==> src/sv/smm_pkg.sv <==
// Shared types and constants for the square matrix multiply block.
package smm_pkg;

    localparam int MAX_DIM = 8;
    localparam int IDX_W   = 3;
    localparam int ADDR_W  = 2 * IDX_W;
    localparam int DEPTH   = 1 << ADDR_W;
    localparam int DATA_W  = 32;
    localparam int SIZE_W  = 4;
    localparam int PROD_W  = 2 * DATA_W;
    localparam int ACC_W   = PROD_W + 4;
    localparam int FRAC_W  = 16;

    localparam logic [SIZE_W-1:0] SIZE_RESET = SIZE_W'(MAX_DIM);

    // Command codes of an input item.
    localparam logic [1:0] CMD_LOAD_A  = 2'd0;
    localparam logic [1:0] CMD_LOAD_B  = 2'd1;
    localparam logic [1:0] CMD_COMPUTE = 2'd2;

    // Commands from the controller to the datapath.
    typedef struct packed {
        logic             wr_a;
        logic             wr_b;
        logic             issue;
        logic             first;
        logic             final_k;
        logic             last_elem;
        logic [IDX_W-1:0] i;
        logic [IDX_W-1:0] j;
        logic [IDX_W-1:0] k;
    } dp_cmd_t;

    // Status from the datapath to the controller.
    typedef struct packed {
        logic done;
    } dp_status_t;

endpackage

==> src/sv/smm_ctrl.sv <==
// Controller: size register, command decode and the row/column/term sequencer.
module smm_ctrl
    import smm_pkg::*;
(
    input  logic              clk,
    input  logic              rst_n,
    input  logic              start,
    input  logic [1:0]        command,
    input  logic              cfg_valid,
    input  logic [SIZE_W-1:0] cfg_data,
    input  dp_status_t        status,
    output logic              busy,
    output dp_cmd_t           cmd
);

    typedef enum logic [1:0] {
        ST_IDLE,
        ST_RUN,
        ST_DRAIN
    } state_t;

    state_t            state_reg, state_next;
    logic [SIZE_W-1:0] size_reg, size_next;
    logic [IDX_W-1:0]  n_last_reg, n_last_next;
    logic [IDX_W-1:0]  i_reg, i_next;
    logic [IDX_W-1:0]  j_reg, j_next;
    logic [IDX_W-1:0]  k_reg, k_next;
    logic [IDX_W-1:0]  size_last;
    logic              accept;

    assign accept = start && (state_reg == ST_IDLE);

    // Clamp the configured size into 1..MAX_DIM and keep its last index.
    always_comb
    begin
        if (size_reg == '0)
        begin
            size_last = '0;
        end
        else if (size_reg > SIZE_W'(MAX_DIM))
        begin
            size_last = IDX_W'(MAX_DIM - 1);
        end
        else
        begin
            size_last = IDX_W'(size_reg - SIZE_W'(1));
        end
    end

    // Next state and counter logic.
    always_comb
    begin
        state_next  = state_reg;
        size_next   = size_reg;
        n_last_next = n_last_reg;
        i_next      = i_reg;
        j_next      = j_reg;
        k_next      = k_reg;
        if (cfg_valid)
        begin
            size_next = cfg_data;
        end
        case (state_reg)
            ST_IDLE:
            begin
                if (accept && command == CMD_COMPUTE)
                begin
                    n_last_next = size_last;
                    i_next      = '0;
                    j_next      = '0;
                    k_next      = '0;
                    state_next  = ST_RUN;
                end
            end
            ST_RUN:
            begin
                if (k_reg != n_last_reg)
                begin
                    k_next = k_reg + IDX_W'(1);
                end
                else
                begin
                    k_next = '0;
                    if (j_reg != n_last_reg)
                    begin
                        j_next = j_reg + IDX_W'(1);
                    end
                    else
                    begin
                        j_next = '0;
                        if (i_reg != n_last_reg)
                        begin
                            i_next = i_reg + IDX_W'(1);
                        end
                        else
                        begin
                            state_next = ST_DRAIN;
                        end
                    end
                end
            end
            ST_DRAIN:
            begin
                if (status.done)
                begin
                    state_next = ST_IDLE;
                end
            end
            default:
            begin
                state_next = ST_IDLE;
            end
        endcase
    end

    // State, size register and counters.
    always_ff @(posedge clk or negedge rst_n)
    begin
        if (!rst_n)
        begin
            state_reg  <= ST_IDLE;
            size_reg   <= SIZE_RESET;
            n_last_reg <= '0;
            i_reg      <= '0;
            j_reg      <= '0;
            k_reg      <= '0;
        end
        else
        begin
            state_reg  <= state_next;
            size_reg   <= size_next;
            n_last_reg <= n_last_next;
            i_reg      <= i_next;
            j_reg      <= j_next;
            k_reg      <= k_next;
        end
    end

    // Commands to the datapath.
    always_comb
    begin
        cmd.wr_a      = accept && (command == CMD_LOAD_A);
        cmd.wr_b      = accept && (command == CMD_LOAD_B);
        cmd.issue     = (state_reg == ST_RUN);
        cmd.first     = (k_reg == '0);
        cmd.final_k   = (k_reg == n_last_reg);
        cmd.last_elem = (i_reg == n_last_reg) && (j_reg == n_last_reg);
        cmd.i         = i_reg;
        cmd.j         = j_reg;
        cmd.k         = k_reg;
    end

    assign busy = (state_reg != ST_IDLE);

endmodule

==> config.mk <==
export PLATFORM = sky130hd
export DESIGN_NAME = smm_ctrl
export DESIGN_NICKNAME = d
export VERILOG_FILES = /design/src/sv/smm_pkg.sv /design/src/sv/smm_ctrl.sv
export SDC_FILE = /design/constraint.sdc
export NUM_CORES = 1
export LEC_CHECK = 0
export BUFFER_PORTS_ARGS = -buffer_cell sky130_fd_sc_hd__buf_2
export CORE_MARGIN = 2
export CORE_UTILIZATION = 55
export CTS_CLUSTER_SIZE = 25
export DETAILED_ROUTE_END_ITERATION = 8
export GPL_TIMING_DRIVEN = 0
export PLACE_DENSITY = 0.82
export SYNTH_ARGS = -nofsm -noshare
export SYNTH_HDL_FRONTEND = slang
export SYNTH_SLANG_ARGS = --single-unit
==> constraint.sdc <==
create_clock -name clk -period 4.1 [get_ports clk]
set_input_delay 0.82 -clock clk [delete_from_list [all_inputs] [get_ports clk]]
set_output_delay 0.82 -clock clk [all_outputs]
set_load 0.005 [all_outputs]
==> out/qor.txt <==
Post-synthesis adder-cell area fraction: 0.0597
FF-to-FF End: i_reg[0]$_DFFE_PN0P_
Final period util: 0.603
Ys async rst share: 1.00
Crit path from: state_reg[0]$_DFFE_PN0P_
Root Driver: clkbuf_4
Placed insts: 160
Vias in the first global route: 812
CTS tree: built
GRT overflow: 0
Cell taking the most area after synthesis: dfrtp_1
Min-delay worst type: in2async
CP top delay family: buffers and inverters
Synth Warn #: 0
DRC: 0
Setup crit start kind: flop
DPL Wire Length: 1.58 mm
R2R Path Start: k_reg[2]$_DFFE_PN0P_
Top-count cell post-synth: dfrtp_1
First-pass GRT wire length: 3.28 mm
CTS buffer count: 3
Setup Slack @ Placement: 1.99 ns
Max Clk Rate: 404 MHz
#FFs+latches synth: 18
Complex-gate fraction of the synthesized area: 0.0920
Met2 Use GR: 0.389
Via count: 876
Buffers & Inverters on Critical Path: 4
Sequential-to-total area share from yosys stat: 0.431
Syn-to-layout area delta: 18.9%
Global route hottest layer: met2
VDD IR-drop max: 444 uV
Initial antenna violation count: 0
Xor/xnor share of the synthesized area: 0.0753
Reg2Reg Depth: 4
GP Congestion: 0.789
Horiz. Die Dim: 47.6 um
Fillers: 144
Yosys top cell area share: 0.406
Rows: 15
Main synth FF type: dfrtp_1
Iter 0 DRT Violations: 9
Layout cells sized above 1: 0.273
H-tree Lvls: 1
Hold buffers post-CTS: 0
Register-to-Register Setup Slack: 2.41 ns
Worst-Margin Slew: 0.423 ns
Number of synthesized flops with an enable pin: 0
GRT Overall Usage: 0.206
Skew-Pair Late Insertion Delay: 0.30 ns
FF+latch area: 452 um2
Distinct cells, synth: 30
Setup crit end kind: output pin
Met3 Resource Use GR: 0.0566
Max incr delay on CP: 0.43 ns
Port Buffer Count: 26
Setup bufs post-CTS: 0
Core box area: 1760 um2
CP endpoint: cmd[12]
Mux share of post-synthesis cell area: 0.0514
CTS resizes: 0
Final critical-path required period: 2.47 ns
Status: finished clean
Syn Area/Cell: 9.61 um2
P_leak: 0.614 nW
Die height: 47.6 um
CTS Buffer Depth: 2
Clk sink count: 18
Synth cell count leaders: dfrtp_1, nand2_1, inv_1, nand3_1, o21ai_0
Slew Viols, Final: 0
Largest net degree at the start of global routing: 19
Power Density: 666 nW/um2
Synth Net Count: 125
Arrival time worst endpoint: 1.65 ns
CP max FO: 8
Critical path class: reg2out
RSZ-0062 raised after global routing: false
Multi-input logic area: 543 um2
Clk pin slew, worst setup/hold paths: 0.11 ns
Post-Synth Simple-Gate Area: 0.240
Slowest CP cell: dfrtp_1
Final Setup Violations: 0
Initial Utilization: 0.594
Nets: 156
ANT cells: 0
Crit-path cells: nand2b_1 -> clkbuf_1 -> inv_1 -> buf_4 -> buf_2
Dominant cells by area after synthesis: dfrtp_1, ha_1, nand2_1, xnor2_1, nand3_1
Vias per inst: 5.34
Setup Skew: 0.00939 ns
Finished Layout Cells: 164
Synth Instances: 109
Max-cap viol count: 0
Max FFs per register: 4
Final wirelength: 1.97 mm
DR WL/cell: 12.0 um
Worst endpoint required time: 3.28 ns
Final Hold Vio Count: 0
Largest family of logic cells by synthesized area: simple AND/OR/NAND/NOR gates
Slew margin rel.: 0.718
First-pass DRT Iterations: 4
WP depth: 5
Routed Antenna Nets: 0
Post-Synthesis Cell Area: 1050 um2
Global Route met1 Usage: 0.221
Die footprint: 2270 um2
I/O Pins: 27
Final TNS setup: 0 ns
Setup ws final: 1.63 ns
==> metal layers <==
layer  routed length (um)  share of wire
met5                    0              0
met4                   21          0.011
met3                  105          0.053
met2                 1020           0.52
met1                  818           0.42
==> layout by cell type (no fill, tap or decap) <==
cell type  instances
nand4b_1           3
dfstp_2            1
o21a_1             1
and2b_1            2
dfrtp_1           17
or3_4              1
buf_2             26
xor2_1             3
nand3b_1           1
mux2i_1            2
nand3_1            8
nor2b_1            2
o31ai_1            1
o211ai_1           3
nor3b_1            2
clkbuf_8           1
clkbuf_1           2
xnor2_1            6
nor3_1             2
buf_4              1
inv_1             10
clkbuf_4           3
nand2_1           15
and3b_4            1
o22ai_1            1
nor4_4             1
a21o_1             1
mux2_2             3
a21oi_1            2
ha_1               5
o21ai_0            7
nor2_1             3
nand2b_1           2
==> per-stage QoR <==
step | util | power [W] | cell area (um2) | hold WS (ns)
4_1_cts | 0.706 | 0.000837 | 1240 | 0.430
3_5_place_dp | 0.685 | 0.000726 | 1210 | 0.516
5_1_grt | 0.706 | 0.000901 | 1240 | 0.454
3_3_place_gp | 0.685 | 0.000699 | 1210 | 0.512
2_1_floorplan | - | 0.000594 | 1050 | 0.495
6_report | 0.706 | 0.000829 | 1240 | 0.420
==> kinds of logic after synthesis <==
logic type / count (synthesis)
mux: 5
simple gates: 43
buf+inv: 13
fa+ha+maj: 5
xor+xnor: 9
compound gates: 16
flops: 18
==> worst min path at each step <==
stage / slack (ns) / depth (start not counted) / to
floorplan: 0.49 / 1 / size_reg[2]$_DFFE_PN0P_
global placement: 0.51 / 1 / size_reg[2]$_DFFE_PN0P_
detailed placement: 0.52 / 1 / size_reg[2]$_DFFE_PN0P_
CTS: 0.43 / 1 / state_reg[0]$_DFFE_PN0P_
global route: 0.45 / 1 / state_reg[0]$_DFFE_PN0P_
finish: 0.42 / 1 / state_reg[0]$_DFFE_PN0P_
==> layout make-up <==
class,instances,share of cell area
Timing Repair Buffer,26,0.105
Buffer,3,0.0121
Sequential cell,18,0.363
Inverter,10,0.0302
Tap cell,25,0.0251
Clock buffer,4,0.0291
Multi-Input combinational cell,78,0.436
==> power by group <==
| group | switching, W | internal, W |
|---|---|---|
| clock | 0.0000555 | 0.0000542 |
| sequential | 0.0000758 | 0.000235 |
| combinational | 0.000212 | 0.000196 |
(Power assumes the default switching activity.)
